**src/rtl/vpd_pkg.sv**
```systemverilog
// Shared types, pipeline depths and IEEE single helper functions for the
// vertex projection pipeline. No dependencies.
`default_nettype none

package vpd_pkg;

   typedef logic [31:0]        fp_type;
   typedef logic signed [9:0]  exp_type;

   // per-item side data that rides along the divider stages
   typedef struct packed {
      logic   sign;
      logic   spec;
      fp_type spec_word;
      logic   wz;
   } div_side_type;

   localparam fp_type  CanonNan = 32'h7FC0_0000;
   localparam fp_type  PosZero  = 32'h0000_0000;
   localparam fp_type  NegZero  = 32'h8000_0000;
   localparam exp_type ExpBias  = 10'sd127;
   localparam exp_type ExpMaxN  = 10'sd254;

   localparam int unsigned Rows      = 4;
   localparam int unsigned Cols      = 4;
   localparam int unsigned MulLat    = 3;
   localparam int unsigned AddLat    = 3;
   localparam int unsigned DivSteps  = 4;
   localparam int unsigned DivStages = 7;
   localparam int unsigned DivLat    = DivStages + 2;
   localparam int unsigned PipeLat   = MulLat + 3 * AddLat + DivLat;

   function automatic logic is_nan(input fp_type a);
      return (a[30:23] == 8'hFF) && (a[22:0] != 23'd0);
   endfunction

   function automatic logic is_inf(input fp_type a);
      return (a[30:23] == 8'hFF) && (a[22:0] == 23'd0);
   endfunction

   function automatic logic is_zero(input fp_type a);
      return a[30:0] == 31'd0;
   endfunction

   function automatic fp_type canon(input fp_type a);
      return is_nan(a) ? CanonNan : a;
   endfunction

   // significand with hidden bit
   function automatic logic [23:0] mant(input fp_type a);
      return {|a[30:23], a[22:0]};
   endfunction

   // biased exponent, subnormals read as 1
   function automatic exp_type expo(input fp_type a);
      return (a[30:23] == 8'd0) ? 10'sd1 : $signed({2'b00, a[30:23]});
   endfunction

   function automatic logic [4:0] lzc27(input logic [26:0] v);
      logic [4:0] n;
      logic       found;
      n     = '0;
      found = 1'b0;
      for (int i = 26; i >= 0; i--) begin
         if (!found) begin
            if (v[i]) found = 1'b1;
            else      n = n + 5'd1;
         end
      end
      return n;
   endfunction

   // s[26] is the unit bit, s[2] guard, s[1] round, s[0] sticky; RNE
   function automatic fp_type round_pack(input logic sign, input exp_type e,
                                         input logic [26:0] s);
      logic [53:0] ext;
      logic [26:0] s2;
      logic        sub;
      logic [9:0]  sh;
      logic        inc;
      logic [24:0] m;
      exp_type     ef;
      fp_type      r;
      sub = (e < 10'sd1);
      sh  = 10'(10'sd1 - e);
      ext = '0;
      if (!sub) begin
         s2 = s;
      end else if (sh > 10'd27) begin
         s2 = {26'd0, |s};
      end else begin
         ext = {s, 27'd0} >> sh;
         s2  = {ext[53:28], |ext[27:0]};
      end
      inc = s2[2] & (s2[1] | s2[0] | s2[3]);
      m   = {1'b0, s2[26:3]} + {24'd0, inc};
      ef  = e + $signed({9'd0, m[24]});
      if (sub)                 r = {sign, 7'd0, m[23], m[22:0]};
      else if (ef > ExpMaxN)   r = {sign, 8'hFF, 23'd0};
      else                     r = {sign, ef[7:0], m[22:0]};
      return r;
   endfunction

endpackage

`default_nettype wire

```
**src/rtl/vpd_fadd.sv**
```systemverilog
// IEEE single adder, three stages: align, add with leading-zero count,
// normalize and round. Uses vpd_pkg.
`default_nettype none

module vpd_fadd (
   input  wire logic            clock,
   input  wire logic            en,
   input  wire vpd_pkg::fp_type a,
   input  wire vpd_pkg::fp_type b,
   output vpd_pkg::fp_type      y
);

   logic             swap;
   vpd_pkg::fp_type  big, sml;
   vpd_pkg::exp_type diff;
   logic [26:0]      msml;
   logic [53:0]      ext;
   logic [26:0]      al_in, al_ff, mb_ff;
   vpd_pkg::exp_type e_ff, e2_ff;
   logic             sub_ff, sign_ff, nan_ff, inf_ff, isgn_ff, zsgn_ff;
   logic             nan_in, inf_in;

   logic [27:0]      sum_in, sum_ff;
   logic [4:0]       lz_ff;
   logic             sign2_ff, nan2_ff, inf2_ff, isgn2_ff, zsgn2_ff;

   logic [26:0]      sig;
   vpd_pkg::exp_type er;
   vpd_pkg::fp_type  y_in, y_ff;

   // stage 1: order by magnitude, shift the smaller with sticky
   always_comb begin
      swap = b[30:0] > a[30:0];
      big  = swap ? b : a;
      sml  = swap ? a : b;
      diff = vpd_pkg::expo(big) - vpd_pkg::expo(sml);
      msml = {vpd_pkg::mant(sml), 3'b000};
      ext  = {msml, 27'd0} >> $unsigned(diff);
      if (diff > 10'sd27) al_in = {26'd0, |msml};
      else                al_in = {ext[53:28], |ext[27:0]};
      nan_in = vpd_pkg::is_nan(a) | vpd_pkg::is_nan(b)
             | (vpd_pkg::is_inf(a) & vpd_pkg::is_inf(b) & (a[31] != b[31]));
      inf_in = vpd_pkg::is_inf(a) | vpd_pkg::is_inf(b);
   end

   always_ff @(posedge clock) begin
      if (en) begin
         al_ff   <= al_in;
         mb_ff   <= {vpd_pkg::mant(big), 3'b000};
         e_ff    <= vpd_pkg::expo(big);
         sub_ff  <= a[31] ^ b[31];
         sign_ff <= big[31];
         nan_ff  <= nan_in;
         inf_ff  <= inf_in;
         isgn_ff <= vpd_pkg::is_inf(a) ? a[31] : b[31];
         zsgn_ff <= a[31] & b[31];
      end
   end

   // stage 2: magnitude add or subtract
   always_comb begin
      if (sub_ff) sum_in = {1'b0, mb_ff} - {1'b0, al_ff};
      else        sum_in = {1'b0, mb_ff} + {1'b0, al_ff};
   end

   always_ff @(posedge clock) begin
      if (en) begin
         sum_ff   <= sum_in;
         lz_ff    <= vpd_pkg::lzc27(sum_in[26:0]);
         e2_ff    <= e_ff;
         sign2_ff <= sign_ff;
         nan2_ff  <= nan_ff;
         inf2_ff  <= inf_ff;
         isgn2_ff <= isgn_ff;
         zsgn2_ff <= zsgn_ff;
      end
   end

   // stage 3: normalize, round, specials
   always_comb begin
      if (sum_ff[27]) begin
         sig = {sum_ff[27:2], sum_ff[1] | sum_ff[0]};
         er  = e2_ff + 10'sd1;
      end else begin
         sig = 27'(sum_ff[26:0] << lz_ff);
         er  = e2_ff - $signed({5'd0, lz_ff});
      end
      if (nan2_ff)              y_in = vpd_pkg::CanonNan;
      else if (inf2_ff)         y_in = {isgn2_ff, 8'hFF, 23'd0};
      else if (sum_ff == 28'd0) y_in = {zsgn2_ff, 31'd0};
      else                      y_in = vpd_pkg::round_pack(sign2_ff, er, sig);
   end

   always_ff @(posedge clock) begin
      if (en) y_ff <= y_in;
   end

   assign y = y_ff;

endmodule

`default_nettype wire

```
**config.mk**
```make
export PLATFORM = sky130hd
export DESIGN_NAME = vpd_fadd
export DESIGN_NICKNAME = d
export VERILOG_FILES = /design/src/rtl/vpd_pkg.sv /design/src/rtl/vpd_fadd.sv
export SDC_FILE = /design/constraint.sdc
export NUM_CORES = 1
export LEC_CHECK = 0
export CORE_ASPECT_RATIO = 2
export CORE_UTILIZATION = 53
export DETAILED_ROUTE_END_ITERATION = 10
export DONT_BUFFER_PORTS = 1
export PLACE_DENSITY_LB_ADDON = 0.2
export SLEW_MARGIN = 30
export SYNTH_ARGS = -nofsm -noshare
export SYNTH_HDL_FRONTEND = slang
export SYNTH_SLANG_ARGS = --single-unit
```
**constraint.sdc**
```tcl
create_clock -name clock -period 14.7 [get_ports clock]
set_input_delay 1.47 -clock clock [delete_from_list [all_inputs] [get_ports clock]]
set_output_delay 1.47 -clock clock [all_outputs]
set_load 0.05 [all_outputs]
```
==> metrics.yaml <==
critical_path:
  rr_worst_depth: 74
  crit_arrival_ns: 14.19
  cp_max_fo: 5
  end_kind: "flop"
  crit_path_frequent_cell: "ha_1"
  r2r-start: "al_ff[4]"
  slowest_delay_ns: 0.51
  start_kind: "flop"
  crit_type: "flop to flop"
  r2r_setup_slack_ns: 0.71
  worstPathRequired_ns: 14.90
  rr_endpoint: "lz_ff[4]"
  critPathSlowestCell: "or3b_2"
logic_synthesis:
  syn-num-nets: 2465
  synth-compound-area-share_pct: 21.23
  yosys.area_share.simple_pct: 22.22
  ys_ff_latch: 143
  async_reset_ff_share_pct: 0
  ys.flop_type: "edfxtp_1"
  yosys_warnings: 0
  syn_area_sq_mm: 0.01890
  synth-xor-area-share_pct: 5.223
  synth_fa_ha_area_share_pct: 8.626
  synth_top_cell_by_area: "edfxtp_1"
  synth_top_family_by_area: "simple AND/OR/NAND/NOR gates"
  synthCells: 2273
  ys_seq_area_share_pct: 22.72
  synth_cell_type_count: 108
  netlist_top_cells_area: "edfxtp_1 (23%), ha_1 (8.1%), mux4_2 (7.6%), nand2_1 (4.7%), nor2_1 (4.6%)"
  synth_edf_count: 143
  avgSynthCellArea_sq_um: 8.315
  synth.top_cell.area_share_pct: 22.72
  synthMuxAreaShare_pct: 14.60
clock_tree:
  clk_pin_slew_ns: 0.08
  clk_latency_ns: 0.46
  ctsHoldBuffers: 0
  clock-sinks: 143
  cts_tree: "yes"
  htreeDepth: 4
  cts_buffers: 17
  cts_buffer_depth: 2
  cts_root_buffer: "clkbuf_16"
floorplan:
  start_util_pct: 53.88
  die_area_sq_mm: 0.03646
  ios: 98
  die_x_um: 135.5
  coreArea_sq_mm: 0.03507
  die_h_um: 269.1
  fp-row-count: 97
sta:
  finalSetupViolCount: 0
  finalMaxSlewViolations: 0
  tightest_slew_ns: 0.9857
  tns_ns: 0
  final.min_clock_period_ns: 13.99
  fin_crit_sh_pct: 95.16
  relSlewSlack_pct: 33.59
  finClkSkew_ns: 0.02581
  max_freq_ghz: 0.07149
  timing.final.ws_setup_ns: 0.7117
  hold_violations: 0
cells_and_area:
  layout-area-overhead-vs-synth_pct: 8.527
  layout_commonest_cell: "nand2_1"
  drive_above_1_share_pct: 14.51
  final_nets: 2446
  n_antenna_cell: 0
  utilization_pct: 58.48
  stdcell_count: 2712
  layout_common_cells: "nand2_1 (235), nor2_1 (227), edfxtp_1 (143)"
  design_area_sq_mm: 0.02051
placement:
  preCtsSetupSlack_ns: 0.1105
  port_buffers: 0
  dpl.hpwl_um: 55210
  placed_area_sq_mm: 0.01952
  place.gp.congestion: 1.067
  dp_cells: 2670
route:
  antenna_left: 0
  wirelength_um: 70050
  initialDrtViolationCount: 1438
  vias: 18890
  viasPerCell: 6.967
  routedWlPerCell_um: 25.83
  drc: 0
  drt_pre_antenna_iters: 6
power:
  powerDensity_mw_per_mm2: 161.6
  p_leak_uw: 0.007803
  vdd_drop_max_mv: 0.1044
run_status:
  outcome: "complete, no violations"
hold_path:
  min_path_cells: 0
  hold_start: "zsgn_ff"
  min_to: "zsgn2_ff"
  holdCritPathClass: "flop to flop"
global_routing:
  grt_pass1_wl_um: 104700
  grtUsageTotal_pct: 38.35
  grt_pass1_vias: 18540
  grt_max_degree: 144
  antenna_found_initial: 1
  overflow: 0
run:
  max-cap-violations: 0
-- power by group --
part / internal, uW / switching [uW] / total, uW
Sequential: 537 / 98.8 / 635
Clock: 273 / 204 / 477
Combinational: 798 / 1400 / 2200
Total: 1610 / 1710 / 3310
-- through the flow --
stage,hold WS [ns],total power [uW]
2_1_floorplan,0.4003,2071
3_3_place_gp,0.4001,2677
3_5_place_dp,0.4045,2695
4_1_cts,0.4193,3177
5_1_grt,0.4315,3474
6_report,0.4184,3314
-- cell families (layout without fill, tap and decap cells) --
| group | after synthesis | count (layout) |
|---|---|---|
| simple gates | 865 | 865 |
| compound gates | 593 | 593 |
| buf+inv | 253 | 247 |
| mux | 189 | 189 |
| flops | 143 | 143 |
| fa+ha+maj | 129 | 129 |
| xor+xnor | 101 | 101 |
-- critical path, delay by kind of cell (launching register included) --
kind / cells / cell delay (ns)
AOI/OAI and AO/OA: 25 / 3.92
xor gates and xnor gates: 2 / 0.28
adders and majority gates: 14 / 4.09
buffers and inverters: 4 / 0.35
DFF: 1 / 0.43
muxes: 6 / 0.83
and+or+nand+nor: 23 / 3.82
-- registers in the layout (all words and copies together) (netlist names) --
| name | flops |
|---|---|
| inf2_ff | 1 |
| nan2_ff | 1 |
| isgn2_ff | 1 |
| sign2_ff | 1 |
| lz_ff | 5 |
| y | 32 |
| isgn_ff | 1 |
| sum_ff | 28 |
| zsgn_ff | 1 |
| inf_ff | 1 |
| e2_ff | 8 |
| sign_ff | 1 |
| sub_ff | 1 |
| e_ff | 8 |
| nan_ff | 1 |
| zsgn2_ff | 1 |
| al_ff | 27 |
| mb_ff | 24 |
-- cell usage after synthesis, types with 9 or more instances --
cell type  number
mux4_2         64
a22oi_1        37
a21o_1         27
o31ai_1        21
clkbuf_1       76
a211oi_1       11
o21ai_1        10
o21ai_0       115
nand2b_1       23
nor4_1         48
o211ai_1       26
or3_1          18
and3_1         17
nor3b_1         9
edfxtp_1      143
xnor2_1        62
nand2_1       236
ha_1          123
a32oi_1        10
o22ai_1        18
nor2_1        231
a31oi_1        30
a21oi_1       128
mux2i_1        71
nand3_1        69
mux2_2         54
nor2b_1        30
buf_2          17
xor2_1         32
nand3b_1       11
o21bai_1       10
and2_1          9
inv_1         133
nor3_1         76
o21a_1         23
nand4_1        48
-- per-layer routing --
metal	up-vias	global-route usage [%]	share of wire (%)
met5	-	0	0
met2	890	73.37	54
li1	8576	-	-
met1	9040	33.82	31
met4	0	35.20	10
met3	388	5.133	4.6
-- worst max-delay path by stage --
stage | startpoint | to | slack, ns
finish | al_ff[4] | lz_ff[4] | 0.71
global route | mb_ff[10] | lz_ff[4] | -0.18
CTS | al_ff[3] | lz_ff[4] | 0.07
detailed placement | al_ff[3] | lz_ff[4] | 0.11
global placement | al_ff[3] | lz_ff[4] | 0.60
floorplan | al_ff[4] | lz_ff[4] | 1.04
-- final cells by class --
type                            instances  area (sq um)
Fill cell                            3185         14560
Multi-Input combinational cell       1877         13960
Sequential cell                       143          4294
Tap cell                              445         556.8
Inverter                              144         548.0
Timing Repair Buffer                   71         533.0
Clock buffer                           17         425.4
Clock inverter                         15         197.7
-- timing repair --
item,4_1_cts,5_1_grt
resized for setup,0,65
setup endpoints to repair,0,4
setup buffers,0,10
(Power assumes the default switching activity.)
