--- config.mk ---
export PLATFORM = sky130hd
export DESIGN_NAME = vpd_fmul
export DESIGN_NICKNAME = d
export VERILOG_FILES = /design/src/rtl/vpd_pkg.sv /design/src/rtl/vpd_fmul.sv
export SDC_FILE = /design/constraint.sdc
export NUM_CORES = 2
export LEC_CHECK = 0
export BUFFER_PORTS_ARGS = -buffer_cell sky130_fd_sc_hd__buf_2
export CAP_MARGIN = 5
export CORE_MARGIN = 5
export CORE_UTILIZATION = 40
export CTS_CLUSTER_DIAMETER = 50
export DETAILED_ROUTE_END_ITERATION = 6
export PLACE_DENSITY = 0.55
export SETUP_SLACK_MARGIN = 0.5
export SLEW_MARGIN = 20
export SYNTH_ARGS = -nofsm -noshare
export SYNTH_HDL_FRONTEND = slang
export SYNTH_SLANG_ARGS = --single-unit
--- constraint.sdc ---
create_clock -name clock -period 16 [get_ports clock]
set_clock_uncertainty 0.05 [all_clocks]
set_input_delay 0 -clock clock [delete_from_list [all_inputs] [get_ports clock]]
set_output_delay 0 -clock clock [all_outputs]
set_load 0.01 [all_outputs]
--- src/rtl/vpd_pkg.sv ---
// Shared types, pipeline depths and IEEE single helper functions for the
// vertex projection pipeline. No dependencies.
`default_nettype none

package vpd_pkg;

   typedef logic [31:0]        fp_type;
   typedef logic signed [9:0]  exp_type;

   // per-item side data that rides along the divider stages
   typedef struct packed {
      logic   sign;
      logic   spec;
      fp_type spec_word;
      logic   wz;
   } div_side_type;

   localparam fp_type  CanonNan = 32'h7FC0_0000;
   localparam fp_type  PosZero  = 32'h0000_0000;
   localparam fp_type  NegZero  = 32'h8000_0000;
   localparam exp_type ExpBias  = 10'sd127;
   localparam exp_type ExpMaxN  = 10'sd254;

   localparam int unsigned Rows      = 4;
   localparam int unsigned Cols      = 4;
   localparam int unsigned MulLat    = 3;
   localparam int unsigned AddLat    = 3;
   localparam int unsigned DivSteps  = 4;
   localparam int unsigned DivStages = 7;
   localparam int unsigned DivLat    = DivStages + 2;
   localparam int unsigned PipeLat   = MulLat + 3 * AddLat + DivLat;

   function automatic logic is_nan(input fp_type a);
      return (a[30:23] == 8'hFF) && (a[22:0] != 23'd0);
   endfunction

   function automatic logic is_inf(input fp_type a);
      return (a[30:23] == 8'hFF) && (a[22:0] == 23'd0);
   endfunction

   function automatic logic is_zero(input fp_type a);
      return a[30:0] == 31'd0;
   endfunction

   function automatic fp_type canon(input fp_type a);
      return is_nan(a) ? CanonNan : a;
   endfunction

   // significand with hidden bit
   function automatic logic [23:0] mant(input fp_type a);
      return {|a[30:23], a[22:0]};
   endfunction

   // biased exponent, subnormals read as 1
   function automatic exp_type expo(input fp_type a);
      return (a[30:23] == 8'd0) ? 10'sd1 : $signed({2'b00, a[30:23]});
   endfunction

   function automatic logic [4:0] lzc27(input logic [26:0] v);
      logic [4:0] n;
      logic       found;
      n     = '0;
      found = 1'b0;
      for (int i = 26; i >= 0; i--) begin
         if (!found) begin
            if (v[i]) found = 1'b1;
            else      n = n + 5'd1;
         end
      end
      return n;
   endfunction

   // s[26] is the unit bit, s[2] guard, s[1] round, s[0] sticky; RNE
   function automatic fp_type round_pack(input logic sign, input exp_type e,
                                         input logic [26:0] s);
      logic [53:0] ext;
      logic [26:0] s2;
      logic        sub;
      logic [9:0]  sh;
      logic        inc;
      logic [24:0] m;
      exp_type     ef;
      fp_type      r;
      sub = (e < 10'sd1);
      sh  = 10'(10'sd1 - e);
      ext = '0;
      if (!sub) begin
         s2 = s;
      end else if (sh > 10'd27) begin
         s2 = {26'd0, |s};
      end else begin
         ext = {s, 27'd0} >> sh;
         s2  = {ext[53:28], |ext[27:0]};
      end
      inc = s2[2] & (s2[1] | s2[0] | s2[3]);
      m   = {1'b0, s2[26:3]} + {24'd0, inc};
      ef  = e + $signed({9'd0, m[24]});
      if (sub)                 r = {sign, 7'd0, m[23], m[22:0]};
      else if (ef > ExpMaxN)   r = {sign, 8'hFF, 23'd0};
      else                     r = {sign, ef[7:0], m[22:0]};
      return r;
   endfunction

endpackage

`default_nettype wire

--- src/rtl/vpd_fmul.sv ---
// IEEE single multiplier, three stages: operand normalize, 24x24 product,
// normalize and round. Uses vpd_pkg.
`default_nettype none

module vpd_fmul (
   input  wire logic            clock,
   input  wire logic            en,
   input  wire vpd_pkg::fp_type a,
   input  wire vpd_pkg::fp_type b,
   output vpd_pkg::fp_type      y
);

   logic [4:0]       lza, lzb;
   logic [23:0]      ma_in, mb_in, ma_ff, mb_ff;
   vpd_pkg::exp_type ea_in, eb_in, ea_ff, eb_ff;
   logic             sign_in, nan_in, inf_in, zero_in;
   logic             sign_ff, nan_ff, inf_ff, zero_ff;

   logic [47:0]      prod_in, prod_ff;
   vpd_pkg::exp_type ep_in, ep_ff;
   logic             sign2_ff, nan2_ff, inf2_ff, zero2_ff;

   logic [26:0]      sig;
   vpd_pkg::exp_type er;
   vpd_pkg::fp_type  y_in, y_ff;

   // stage 1: unpack, pull subnormals up to a leading one
   always_comb begin
      lza     = vpd_pkg::lzc27({vpd_pkg::mant(a), 3'b000});
      lzb     = vpd_pkg::lzc27({vpd_pkg::mant(b), 3'b000});
      ma_in   = 24'(vpd_pkg::mant(a) << lza);
      mb_in   = 24'(vpd_pkg::mant(b) << lzb);
      ea_in   = vpd_pkg::expo(a) - $signed({5'd0, lza});
      eb_in   = vpd_pkg::expo(b) - $signed({5'd0, lzb});
      sign_in = a[31] ^ b[31];
      nan_in  = vpd_pkg::is_nan(a) | vpd_pkg::is_nan(b)
              | (vpd_pkg::is_inf(a) & vpd_pkg::is_zero(b))
              | (vpd_pkg::is_zero(a) & vpd_pkg::is_inf(b));
      inf_in  = vpd_pkg::is_inf(a) | vpd_pkg::is_inf(b);
      zero_in = vpd_pkg::is_zero(a) | vpd_pkg::is_zero(b);
   end

   always_ff @(posedge clock) begin
      if (en) begin
         ma_ff   <= ma_in;
         mb_ff   <= mb_in;
         ea_ff   <= ea_in;
         eb_ff   <= eb_in;
         sign_ff <= sign_in;
         nan_ff  <= nan_in;
         inf_ff  <= inf_in;
         zero_ff <= zero_in;
      end
   end

   // stage 2: significand product
   assign prod_in = ma_ff * mb_ff;
   assign ep_in   = ea_ff + eb_ff - vpd_pkg::ExpBias;

   always_ff @(posedge clock) begin
      if (en) begin
         prod_ff  <= prod_in;
         ep_ff    <= ep_in;
         sign2_ff <= sign_ff;
         nan2_ff  <= nan_ff;
         inf2_ff  <= inf_ff;
         zero2_ff <= zero_ff;
      end
   end

   // stage 3: product is in [1,4)
   always_comb begin
      if (prod_ff[47]) begin
         sig = {prod_ff[47:22], |prod_ff[21:0]};
         er  = ep_ff + 10'sd1;
      end else begin
         sig = {prod_ff[46:21], |prod_ff[20:0]};
         er  = ep_ff;
      end
      if (nan2_ff)       y_in = vpd_pkg::CanonNan;
      else if (inf2_ff)  y_in = {sign2_ff, 8'hFF, 23'd0};
      else if (zero2_ff) y_in = {sign2_ff, 31'd0};
      else               y_in = vpd_pkg::round_pack(sign2_ff, er, sig);
   end

   always_ff @(posedge clock) begin
      if (en) y_ff <= y_in;
   end

   assign y = y_ff;

endmodule

`default_nettype wire

==> impl_metrics.ini <==
[floorplanning]
placeable_area_um2 = 89700
floorplan.initialDensity_pct = 40.2
fp.dieArea_um2 = 96300
die_h_um = 310
io-pin-count = 98
floorplan.rows = 110
dieWidth_um = 310

[timing]
period_needed_ns = 14.54
finalSetupViolCount = 0
rsz_0062_raised_after_global_routing = false
max_slew.worst_pin.slew_ns = 1.09
finalCritPeriodShare_pct = 90.9
max_freq_mhz = 68.8
final-max-slew-violation-count = 0
hold_viol = 0
fin_tns_setup_ns = 0
relative_slew_slack_pct = 27.5

[placed_design]
port_buffers = 97
dp_hpwl_mm = 77.2
post_dp_cell_area_um2 = 37800
gp_congestion = 0.896

[synth]
synth-xor-area-share_pct = 5.91
synthDominantAreaCellType = sky130_fd_sc_hd__fa_1
synth_most_common_cell = sky130_fd_sc_hd__nand2_1
synth-adder-area-share_pct = 35.9
netlist-cell-type-count = 102
most_used_flip_flop_cell_after_synthesis = sky130_fd_sc_hd__edfxtp_1
compound_gate_portion_of_the_synthesized_area_pct = 9.76
synthMuxAreaShare_pct = 6.39
postSynthCellCount = 4191
ys_top_cells_by_area = sky130_fd_sc_hd__fa_1 27%, sky130_fd_sc_hd__edfxtp_1 14%, sky130_fd_sc_hd__ha_1 8.7%, sky130_fd_sc_hd__nand2_1 6.3%, sky130_fd_sc_hd__inv_1 5.9%
number_of_enable_flip_flop_cells_after_synthesis = 164
synth.cell_area_um2 = 36100
ys_async_sr_fraction_pct = 0
avgSynthCellArea_um2 = 8.61
yosys_register_bits = 164
synth_top_cells_by_count = 601 x sky130_fd_sc_hd__nand2_1, 568 x sky130_fd_sc_hd__inv_1, 485 x sky130_fd_sc_hd__fa_1
synth_top_family_by_area = adder cells
synthSimpleGateAreaFrac_pct = 20.1
synth.yosys.warnings = 0
yosysTopAreaCellShare_pct = 26.9
syn_nets = 4993
share_of_synthesized_area_occupied_by_flip_flops_and_latches_pct = 13.6

[worst_setup_path]
setup.worst_path.start = a[24]
signal_arrival_time_at_the_worst_endpoint_ns = 14.72
timing.critical_path.to = ea_ff[7]$_DFFE_PP_
startpoint_type = input pin
data_required_time_at_the_worst_endpoint_ns = 16.18
timing.reg2reg.worst_path_depth = 26
worst-setup-path-type = input pin to flop
crit_path_frequent_cell = sky130_fd_sc_hd__ha_1
regToRegStartpoint = ep_ff[0]$_DFFE_PP_
cell_class_contributing_the_biggest_share_of_worst_path_delay = adder cells
cp_slowest_stage_delay_ns = 0.57
worst-path-stages = 70
timing.critical_path.to_type = flop
cp_num_buf_inv = 6
path_max_fanout = 7
timing.rr.end = y[21]$_SDFFCE_PP0P_
setup.reg_to_reg.worst_slack_ns = 7.23
worst_path_max_delay_cell = sky130_fd_sc_hd__or4_4

[clock_tree]
cts_buffers = 17
clkTransAtPathRegs_ns = 0.06
ctsLongestPathBuffers = 2
clock_insertion_delay_worst_skew_ns = 0.49
clock_tree.root_cell = sky130_fd_sc_hd__clkbuf_16
tritoncts = done
numClockSinks = 164
cts_htree_levels = 4

[routing]
total_via_count_after_detailed_routing = 29200
per_cell_routed_wire_length_um = 19.1
antenna_left = 0
first_iter_violations = 1868
drt_drc_violations_left = 0
drt_pass1_iterations = 6
post_drt_via_cell_ratio = 5.41
drt_wl_total_mm = 103

[grt]
grt_pass1_vias = 29600
grt_pass1_wl_mm = 165
grt_remaining_overflow = 0
grt_start_max_net_pins = 61
antenna_found_initial = 2
groute.usage.overall_pct = 21.5

[job]
max_cap_viol_count = 0

[hold_path]
holdCritPathClass = input pin to flop

[final_layout]
final_layout_size_suffix_gt1_share_pct = 7.81
postLayoutCellArea_um2 = 38900
fill_cells = 9005
area.growth.synth_to_final_pct = 7.67
design.final.nets = 5000

[outcome]
status = completed
## routing by layer
| metal | track usage [%] | up-vias | routed length (µm) |
|---|---|---|---|
| met5 | 0 | - | 0 |
| met4 | 5.16 | 0 | 2180 |
| met3 | 2.38 | 123 | 5120 |
| met2 | 36.4 | 741 | 49500 |
| met1 | 29.9 | 14500 | 46000 |
| li1 | - | 13800 | - |
## worst register-to-register path: cells and delay by family (launching register included)
family                   cells  cell delay [ns]
multiplexers                 1             0.37
buffers and inverters        2             0.73
XOR/XNOR                     1             0.45
adder cells (fa/ha/maj)      4             1.04
AO/OA/AOI/OAI                5             1.75
AND/OR/NAND/NOR             13             3.88
flip-flops                   1             0.32
## per-stage QoR
step / instances / utilization [%] / hold WS (ns) / worst slack [ns]
6_report: 5388 / 43.3 / 0.0683 / 1.46
5_1_grt: 5388 / 43.3 / 0.0707 / 0.462
4_1_cts: 5380 / 43.1 / 0.000159 / 0.506
3_5_place_dp: 5328 / 42.1 / 0.261 / 1.12
3_3_place_gp: 5328 / 42.1 / 0.260 / 1.24
2_1_floorplan: 4191 / - / 0.0625 / 2.09
## layout make-up
| type | count | area (µm²) | share of cell area, % |
|---|---|---|---|
| inverters | 572 | 2150 | 5.53 |
| flip-flops and latches | 164 | 4920 | 12.7 |
| well taps | 1176 | 1470 | 3.79 |
| clock inverters | 15 | 203 | 0.522 |
| clock buffers | 17 | 425 | 1.09 |
| multi-input cells | 3243 | 28400 | 73.0 |
| diodes | 1 | 2.50 | 0.00644 |
| repair buffers | 200 | 1320 | 3.39 |
## worst min path at each step
| stage | end | cells past startpoint | start | slack (ns) |
|---|---|---|---|---|
| 5_1_grt | ma_ff[0]$_SDFFCE_PN0P_ | 3 | a[0] | 0.07 |
| 3_5_place_dp | sign_ff$_DFFE_PP_ | 2 | a[31] | 0.26 |
| 2_1_floorplan | ea_ff[0]$_DFFE_PP_ | 0 | en | 0.06 |
| 3_3_place_gp | sign_ff$_DFFE_PP_ | 2 | a[31] | 0.26 |
| 4_1_cts | eb_ff[3]$_DFFE_PP_ | 3 | b[26] | 0.0002 |
| 6_report | eb_ff[3]$_DFFE_PP_ | 3 | b[26] | 0.07 |
## what timing repair did
item / in CTS / in global routing
gates resized for setup: 0 / 36
hold buffers: 20 / 0
endpoints found under the setup margin: 0 / 42
endpoints found under the hold margin: 70 / 0
setup buffers: 0 / 7
## placed cells by master, fill, tap and decap left out, types with 76 or more instances in the layout
cell type / Yosys / routed
sky130_fd_sc_hd__a21oi_1: 133 / 132
sky130_fd_sc_hd__and2_1: 235 / 235
sky130_fd_sc_hd__buf_2: 8 / 96
sky130_fd_sc_hd__buf_4: 3 / 82
sky130_fd_sc_hd__edfxtp_1: 164 / 164
sky130_fd_sc_hd__fa_1: 485 / 485
sky130_fd_sc_hd__ha_1: 251 / 248
sky130_fd_sc_hd__inv_1: 568 / 568
sky130_fd_sc_hd__mux2i_1: 176 / 174
sky130_fd_sc_hd__nand2_1: 601 / 601
sky130_fd_sc_hd__nor2_1: 272 / 269
sky130_fd_sc_hd__nor3_1: 79 / 76
sky130_fd_sc_hd__o21ai_0: 143 / 136
sky130_fd_sc_hd__xnor2_1: 132 / 131
## registers in the layout, summed over array words and instances, names as in the netlist
signal    flops
ea_ff         9
inf_ff        1
y            32
mb_ff        24
prod_ff      48
nan_ff        1
zero2_ff      1
sign_ff       1
nan2_ff       1
ma_ff        24
inf2_ff       1
sign2_ff      1
ep_ff        10
eb_ff         9
zero_ff       1
## logic make-up (layout without fill, tap and decap cells)
family	Yosys count	after routing
xor gates and xnor gates	216	216
buffers and inverters	784	804
DFF	164	164
adders and majority gates	746	746
other	0	1
and+or+nand+nor	1513	1513
muxes	222	222
AOI/OAI and AO/OA	546	546
Power is left out: the tool's default activity adds up to more than one toggle a clock period on the data nets, which glitch-free logic cannot reach.
