File: config.mk
export PLATFORM = sky130hd
export DESIGN_NAME = vpd_fdiv
export DESIGN_NICKNAME = d
export VERILOG_FILES = /design/src/rtl/vpd_pkg.sv /design/src/rtl/vpd_fdiv.sv
export SDC_FILE = /design/constraint.sdc
export NUM_CORES = 2
export LEC_CHECK = 0
export ABC_AREA = 1
export ABC_CLOCK_PERIOD_IN_PS = 14720
export BUFFER_PORTS_ARGS = -buffer_cell sky130_fd_sc_hd__buf_2
export CAP_MARGIN = 25
export CORE_MARGIN = 3
export CORE_UTILIZATION = 59
export DETAILED_ROUTE_END_ITERATION = 16
export GPL_TIMING_DRIVEN = 0
export PLACE_DENSITY = 0.78
export RECOVER_POWER = 50
export SLEW_MARGIN = 30
export SYNTH_ARGS = -nofsm -noshare
export SYNTH_HDL_FRONTEND = slang
export SYNTH_SLANG_ARGS = --single-unit
File: constraint.sdc
create_clock -name clock -period 14.72 [get_ports clock]
set_clock_uncertainty 0.2 [all_clocks]
set_input_delay 0.736 -clock clock [delete_from_list [all_inputs] [get_ports clock]]
set_output_delay 0.736 -clock clock [all_outputs]
set_load 0.02 [all_outputs]
File: src/rtl/vpd_pkg.sv
// Shared types, pipeline depths and IEEE single helper functions for the
// vertex projection pipeline. No dependencies.
`default_nettype none

package vpd_pkg;

   typedef logic [31:0]        fp_type;
   typedef logic signed [9:0]  exp_type;

   // per-item side data that rides along the divider stages
   typedef struct packed {
      logic   sign;
      logic   spec;
      fp_type spec_word;
      logic   wz;
   } div_side_type;

   localparam fp_type  CanonNan = 32'h7FC0_0000;
   localparam fp_type  PosZero  = 32'h0000_0000;
   localparam fp_type  NegZero  = 32'h8000_0000;
   localparam exp_type ExpBias  = 10'sd127;
   localparam exp_type ExpMaxN  = 10'sd254;

   localparam int unsigned Rows      = 4;
   localparam int unsigned Cols      = 4;
   localparam int unsigned MulLat    = 3;
   localparam int unsigned AddLat    = 3;
   localparam int unsigned DivSteps  = 4;
   localparam int unsigned DivStages = 7;
   localparam int unsigned DivLat    = DivStages + 2;
   localparam int unsigned PipeLat   = MulLat + 3 * AddLat + DivLat;

   function automatic logic is_nan(input fp_type a);
      return (a[30:23] == 8'hFF) && (a[22:0] != 23'd0);
   endfunction

   function automatic logic is_inf(input fp_type a);
      return (a[30:23] == 8'hFF) && (a[22:0] == 23'd0);
   endfunction

   function automatic logic is_zero(input fp_type a);
      return a[30:0] == 31'd0;
   endfunction

   function automatic fp_type canon(input fp_type a);
      return is_nan(a) ? CanonNan : a;
   endfunction

   // significand with hidden bit
   function automatic logic [23:0] mant(input fp_type a);
      return {|a[30:23], a[22:0]};
   endfunction

   // biased exponent, subnormals read as 1
   function automatic exp_type expo(input fp_type a);
      return (a[30:23] == 8'd0) ? 10'sd1 : $signed({2'b00, a[30:23]});
   endfunction

   function automatic logic [4:0] lzc27(input logic [26:0] v);
      logic [4:0] n;
      logic       found;
      n     = '0;
      found = 1'b0;
      for (int i = 26; i >= 0; i--) begin
         if (!found) begin
            if (v[i]) found = 1'b1;
            else      n = n + 5'd1;
         end
      end
      return n;
   endfunction

   // s[26] is the unit bit, s[2] guard, s[1] round, s[0] sticky; RNE
   function automatic fp_type round_pack(input logic sign, input exp_type e,
                                         input logic [26:0] s);
      logic [53:0] ext;
      logic [26:0] s2;
      logic        sub;
      logic [9:0]  sh;
      logic        inc;
      logic [24:0] m;
      exp_type     ef;
      fp_type      r;
      sub = (e < 10'sd1);
      sh  = 10'(10'sd1 - e);
      ext = '0;
      if (!sub) begin
         s2 = s;
      end else if (sh > 10'd27) begin
         s2 = {26'd0, |s};
      end else begin
         ext = {s, 27'd0} >> sh;
         s2  = {ext[53:28], |ext[27:0]};
      end
      inc = s2[2] & (s2[1] | s2[0] | s2[3]);
      m   = {1'b0, s2[26:3]} + {24'd0, inc};
      ef  = e + $signed({9'd0, m[24]});
      if (sub)                 r = {sign, 7'd0, m[23], m[22:0]};
      else if (ef > ExpMaxN)   r = {sign, 8'hFF, 23'd0};
      else                     r = {sign, ef[7:0], m[22:0]};
      return r;
   endfunction

endpackage

`default_nettype wire

File: src/rtl/vpd_fdiv.sv
// IEEE single divider: operand normalize, restoring quotient stages of a few
// bits each, round. A zero divisor passes the numerator. Uses vpd_pkg.
`default_nettype none

module vpd_fdiv (
   input  wire logic            clock,
   input  wire logic            en,
   input  wire vpd_pkg::fp_type n,
   input  wire vpd_pkg::fp_type d,
   output vpd_pkg::fp_type      q,
   output logic                 wz
);

   localparam int unsigned QuotW = vpd_pkg::DivSteps * vpd_pkg::DivStages;

   logic [4:0]            lzn, lzd;
   logic [23:0]           mn_ff, md_ff;
   vpd_pkg::exp_type      e_in, e_ff;
   vpd_pkg::div_side_type side_in, side_ff;
   logic                  nan_c, inf_c, zero_c, sgn_c;

   logic [24:0]           rem_ff  [vpd_pkg::DivStages];
   logic [QuotW-1:0]      quo_ff  [vpd_pkg::DivStages];
   logic [23:0]           dv_ff   [vpd_pkg::DivStages];
   vpd_pkg::exp_type      ex_ff   [vpd_pkg::DivStages];
   vpd_pkg::div_side_type sd_ff   [vpd_pkg::DivStages];

   logic [26:0]           sig;
   vpd_pkg::fp_type       q_in, q_ff;
   logic                  wz_ff;

   // stage A: unpack and normalize both operands, settle special cases
   always_comb begin
      lzn    = vpd_pkg::lzc27({vpd_pkg::mant(n), 3'b000});
      lzd    = vpd_pkg::lzc27({vpd_pkg::mant(d), 3'b000});
      e_in   = (vpd_pkg::expo(n) - $signed({5'd0, lzn}))
             - (vpd_pkg::expo(d) - $signed({5'd0, lzd})) + vpd_pkg::ExpBias;
      sgn_c  = n[31] ^ d[31];
      nan_c  = vpd_pkg::is_nan(n) | vpd_pkg::is_nan(d)
             | (vpd_pkg::is_inf(n) & vpd_pkg::is_inf(d));
      inf_c  = vpd_pkg::is_inf(n);
      zero_c = vpd_pkg::is_zero(n) | vpd_pkg::is_inf(d);
      side_in.sign = sgn_c;
      side_in.wz   = vpd_pkg::is_zero(d);
      side_in.spec = side_in.wz | nan_c | inf_c | zero_c;
      if (side_in.wz)  side_in.spec_word = vpd_pkg::canon(n);
      else if (nan_c)  side_in.spec_word = vpd_pkg::CanonNan;
      else if (inf_c)  side_in.spec_word = {sgn_c, 8'hFF, 23'd0};
      else             side_in.spec_word = {sgn_c, 31'd0};
   end

   always_ff @(posedge clock) begin
      if (en) begin
         mn_ff   <= 24'(vpd_pkg::mant(n) << lzn);
         md_ff   <= 24'(vpd_pkg::mant(d) << lzd);
         e_ff    <= e_in;
         side_ff <= side_in;
      end
   end

   // quotient stages, DivSteps restoring steps each
   for (genvar k = 0; k < vpd_pkg::DivStages; k++) begin : g_iter
      logic [24:0]           r0, r;
      logic [QuotW-1:0]      q0, qb;
      logic [23:0]           dv0;
      vpd_pkg::exp_type      e0;
      vpd_pkg::div_side_type s0;
      logic                  bt;

      if (k == 0) begin : g_first
         logic lt;
         // start with a partial remainder in [d, 2d)
         assign lt  = mn_ff < md_ff;
         assign r0  = lt ? {mn_ff, 1'b0} : {1'b0, mn_ff};
         assign e0  = e_ff - $signed({9'd0, lt});
         assign q0  = '0;
         assign dv0 = md_ff;
         assign s0  = side_ff;
      end else begin : g_next
         assign r0  = rem_ff[k-1];
         assign e0  = ex_ff[k-1];
         assign q0  = quo_ff[k-1];
         assign dv0 = dv_ff[k-1];
         assign s0  = sd_ff[k-1];
      end

      always_comb begin
         r  = r0;
         qb = q0;
         bt = 1'b0;
         for (int i = 0; i < vpd_pkg::DivSteps; i++) begin
            bt = r >= {1'b0, dv0};
            if (bt) r = r - {1'b0, dv0};
            r  = {r[23:0], 1'b0};
            qb = {qb[QuotW-2:0], bt};
         end
      end

      always_ff @(posedge clock) begin
         if (en) begin
            rem_ff[k] <= r;
            quo_ff[k] <= qb;
            dv_ff[k]  <= dv0;
            ex_ff[k]  <= e0;
            sd_ff[k]  <= s0;
         end
      end
   end

   // round stage
   always_comb begin
      sig = {quo_ff[vpd_pkg::DivStages-1][QuotW-1:QuotW-26],
             (|quo_ff[vpd_pkg::DivStages-1][QuotW-27:0])
             | (|rem_ff[vpd_pkg::DivStages-1])};
      if (sd_ff[vpd_pkg::DivStages-1].spec)
         q_in = sd_ff[vpd_pkg::DivStages-1].spec_word;
      else
         q_in = vpd_pkg::round_pack(sd_ff[vpd_pkg::DivStages-1].sign,
                                    ex_ff[vpd_pkg::DivStages-1], sig);
   end

   always_ff @(posedge clock) begin
      if (en) begin
         q_ff  <= q_in;
         wz_ff <= sd_ff[vpd_pkg::DivStages-1].wz;
      end
   end

   assign q  = q_ff;
   assign wz = wz_ff;

endmodule

`default_nettype wire

==> flow_summary.yaml <==
status:
  outcome: "finished, violations left"
  violations: "max-capacitance violations, max-slew violations, negative setup slack"
cts:
  tritoncts.num_buffers: 88
  cts.clk_slew.worst_paths_ps: 80
  tritoncts: "yes"
  tritoncts_num_sinks: 865
  htreeDepth: 3
  clk-insertion-delay-late_ps: 730
  cts_root_buffer: "clkbuf_16"
  cts.hold.buffers_added: 0
  clock_tree_buffer_depth: 3
place:
  detailedPlacementHpwl_um: 156000
  place.port_buffers: 98
  placedInstanceArea_um2: 74500
  place.gp.congestion: 0.998
setup_path:
  rr_worst_depth: 120
  critical_path.startpoint: "g_iter[0].dv0[1]$_SDFFCE_PN0P_"
  worst_setup_path_start_kind: "register"
  critical_path.most_common_cell: "nand2_2"
  criticalPathCategory: "reg2reg"
  regToRegEndpoint: "rem_ff[0][13]$_DFFE_PP_"
  ff2ff_setup_slack_ps: -1640
  critical_path.endpoint_type: "register"
  critPathMaxStageDelay_ps: 470
  worst_ep_required_time_ps: 14970
  critical_path.slowest_cell: "edfxtp_1"
  rr_startpoint: "g_iter[0].dv0[1]$_SDFFCE_PN0P_"
  crit_fanout: 8
  worst_ep_arrival_time_ps: 16610
synth:
  yosysUniqueCellTypes: 81
  synth_enable_flop_cells: 865
  basic_gate_share_of_the_synthesized_area_counting_and_or_nand_and_nor_cells: 0.197
  synthesis.area_per_instance_um2: 8.12
  dominant_combinational_cell_family_by_area_after_synthesis: "simple AND/OR/NAND/NOR gates"
  synthFlopType: "edfxtp_1"
  synthAdderAreaFrac: 0.135
  synth_seq_area_share: 0.363
  synth_area_um2: 71600
  synth_xor_xnor_area_share: 0.0842
  ys_seq_elements: 865
  synth-compound-area-share: 0.154
  postSynth.asyncResetShare: 0
  synth.yosys.warnings: 0
  synth_fp_nets: 9640
  post_synth_mux_area_share: 0.00336
  syn_inst: 8810
layout:
  layout-area-overhead-vs-synth_pct: 16.6
  most-common-layout-cells: "nand2_1 (1921), edfxtp_1 (865), inv_1 (858), o21ai_0 (745), ha_1 (710)"
  finalNetCount: 10237
  layout.cell_area.non_filler_um2: 83400
  post_route_cells_drive_above_1_share: 0.151
  mostFrequentLayoutCell: "nand2_1"
timing:
  fmax_mhz: 61.1
  worst-slew-pin-transition_ps: 2720
  total_setup_violations_reported_at_the_end_of_the_flow: 25
  hold_viol: 0
  timing.final.crit_share: 1.11
  slew-limit-headroom: -0.814
  finalCriticalPeriod_ps: 16360
  setup_tns_ps: -39730
  slew_violations: 43
  rsz0062_at_grt: "true"
  post-route-worst-setup-slack_ps: -1640
routing:
  drc_errors: 0
  first_pass_iters: 11
  antenna_violating_nets_post_route: 0
  drt_wl_total_um: 218000
  wire_per_inst_um: 19.6
  vias_per_cell: 5.98
  dr.first_iter.drc_count: 7495
  routed-via-count: 66390
grt:
  globalRouteTotalUtil: 0.325
  first_global_vias: 61600
  grt_start_max_net_pins: 141
  grt_antenna_before_repair: 17
  overflow: 0
  grt_first_pass_wirelength_um: 327000
die:
  coreArea_um2: 120000
  std_cell_rows: 127
  die-height_um: 354
  design.die.area_um2: 125000
  initial_utilization: 0.596
  die_w_um: 354
  design.portCount: 99
min_path:
  worst_hold_path.endpoint: "g_iter[0].s0[34]$_DFFE_PP_"
  worst_hold_startpoint: "d[31]"
  min_path_type: "in2reg"
  min_path_cells: 2
flow_run:
  max_cap_violations: 1
==> critical path, delay by kind of cell, from the launching register on <==
family / cells / cell delay [ps]
and+or+nand+nor: 38 / 3660
buffers and inverters: 14 / 1500
AOI/OAI and AO/OA: 63 / 8890
DFF: 1 / 470
adders and majority gates: 5 / 1300
==> area by class of cell <==
type	instances	area [um^2]
Tap cell	1612	2020
Fill cell	9246	36700
Antenna cell	12	30.0
Sequential cell	865	26000
Clock buffer	103	2260
Buffer	204	1670
Timing Repair Buffer	510	3810
Inverter	973	3810
Multi-Input combinational cell	6764	43300
Timing Repair inverter	1	6.26
Clock inverter	57	542
==> how the worst max path moves through the flow <==
stage               slack [ps]  cells past startpoint                 endpoint
finish                   -1640                    120  rem_ff[0][13]$_DFFE_PP_
global route             -2100                    121  rem_ff[0][13]$_DFFE_PP_
CTS                       -500                    123  rem_ff[0][13]$_DFFE_PP_
global placement         -3360                    105   rem_ff[6][3]$_DFFE_PP_
floorplan                    3                    122   rem_ff[0][4]$_DFFE_PP_
detailed placement       -3780                    105   rem_ff[6][3]$_DFFE_PP_
==> layer usage <==
metal	GRT usage	vias to the layer above	routed length, um
met5	0	-	102
met4	0.146	14	11000
met3	0.0412	760	18400
met2	0.535	3134	100000
met1	0.431	30805	88200
li1	-	31677	-
==> cell families (layout without fill, tap and decap cells) <==
| logic type | Yosys count | after routing |
|---|---|---|
| simple gates | 3288 | 3288 |
| compound gates | 2009 | 2009 |
| other cells | 0 | 12 |
| xor+xnor | 679 | 679 |
| mux | 24 | 24 |
| flops | 865 | 865 |
| fa+ha+maj | 764 | 764 |
| buf+inv | 1181 | 1848 |
==> registers in the layout, indices dropped and copies added, names as in the netlist, 10 cells and up <==
| register | cells |
|---|---|
| g_iter.s0 | 35 |
| sd_ff | 245 |
| rem_ff | 168 |
| g_iter.dv0 | 24 |
| ex_ff | 70 |
| quo_ff | 112 |
| e_ff | 10 |
| q | 32 |
| mn_ff | 24 |
| dv_ff | 144 |
==> synth_stat cells (14+ instances only) <==
cell type / n / area (um^2)
inv_1: 910 / 3420
or2_2: 33 / 206
xnor2_1: 361 / 3160
edfxtp_1: 865 / 26000
nand3_2: 23 / 230
o21bai_1: 55 / 413
a21oi_1: 775 / 3880
clkinv_1: 16 / 60.1
o31ai_1: 21 / 158
xor2_1: 312 / 2730
o21ai_1: 55 / 275
nor2_2: 23 / 144
nand4_1: 78 / 488
nand2_2: 28 / 175
ha_1: 753 / 9420
clkbuf_1: 148 / 556
nand2_1: 1999 / 7500
o211ai_1: 14 / 105
buf_1: 18 / 67.6
a221o_1: 41 / 410
mux2i_1: 24 / 240
a21o_1: 28 / 210
nor2_1: 477 / 1790
a31oi_1: 32 / 200
o22ai_1: 22 / 138
o21ai_0: 862 / 4310
buf_2: 29 / 145
nor3_1: 76 / 380
nand3_1: 435 / 2180
inv_2: 44 / 165
nor4_1: 47 / 294
==> stage by stage <==
| stage | utilization | cells | hold WS (ps) | setup slack (ps) |
|---|---|---|---|---|
| final | 0.695 | 11101 | 144 | -1640 |
| after CTS | 0.672 | 10942 | 90.5 | -500 |
| after global placement | 0.618 | 10520 | 200 | -3360 |
| after detailed placement | 0.620 | 10527 | 205 | -3780 |
| after global routing | 0.695 | 11096 | 141 | -2100 |
| after floorplan | - | 8810 | 200 | 3.19 |
==> what timing repair did <==
action	4_1_cts	5_1_grt
resized for setup	480	503
pin swaps	121	213
setup endpoints to repair	175	178
setup buffers	254	145
cloned	6	4
Power is not shown: default switching activity piles up to over one toggle a cycle in this logic, so the estimate is an artifact.
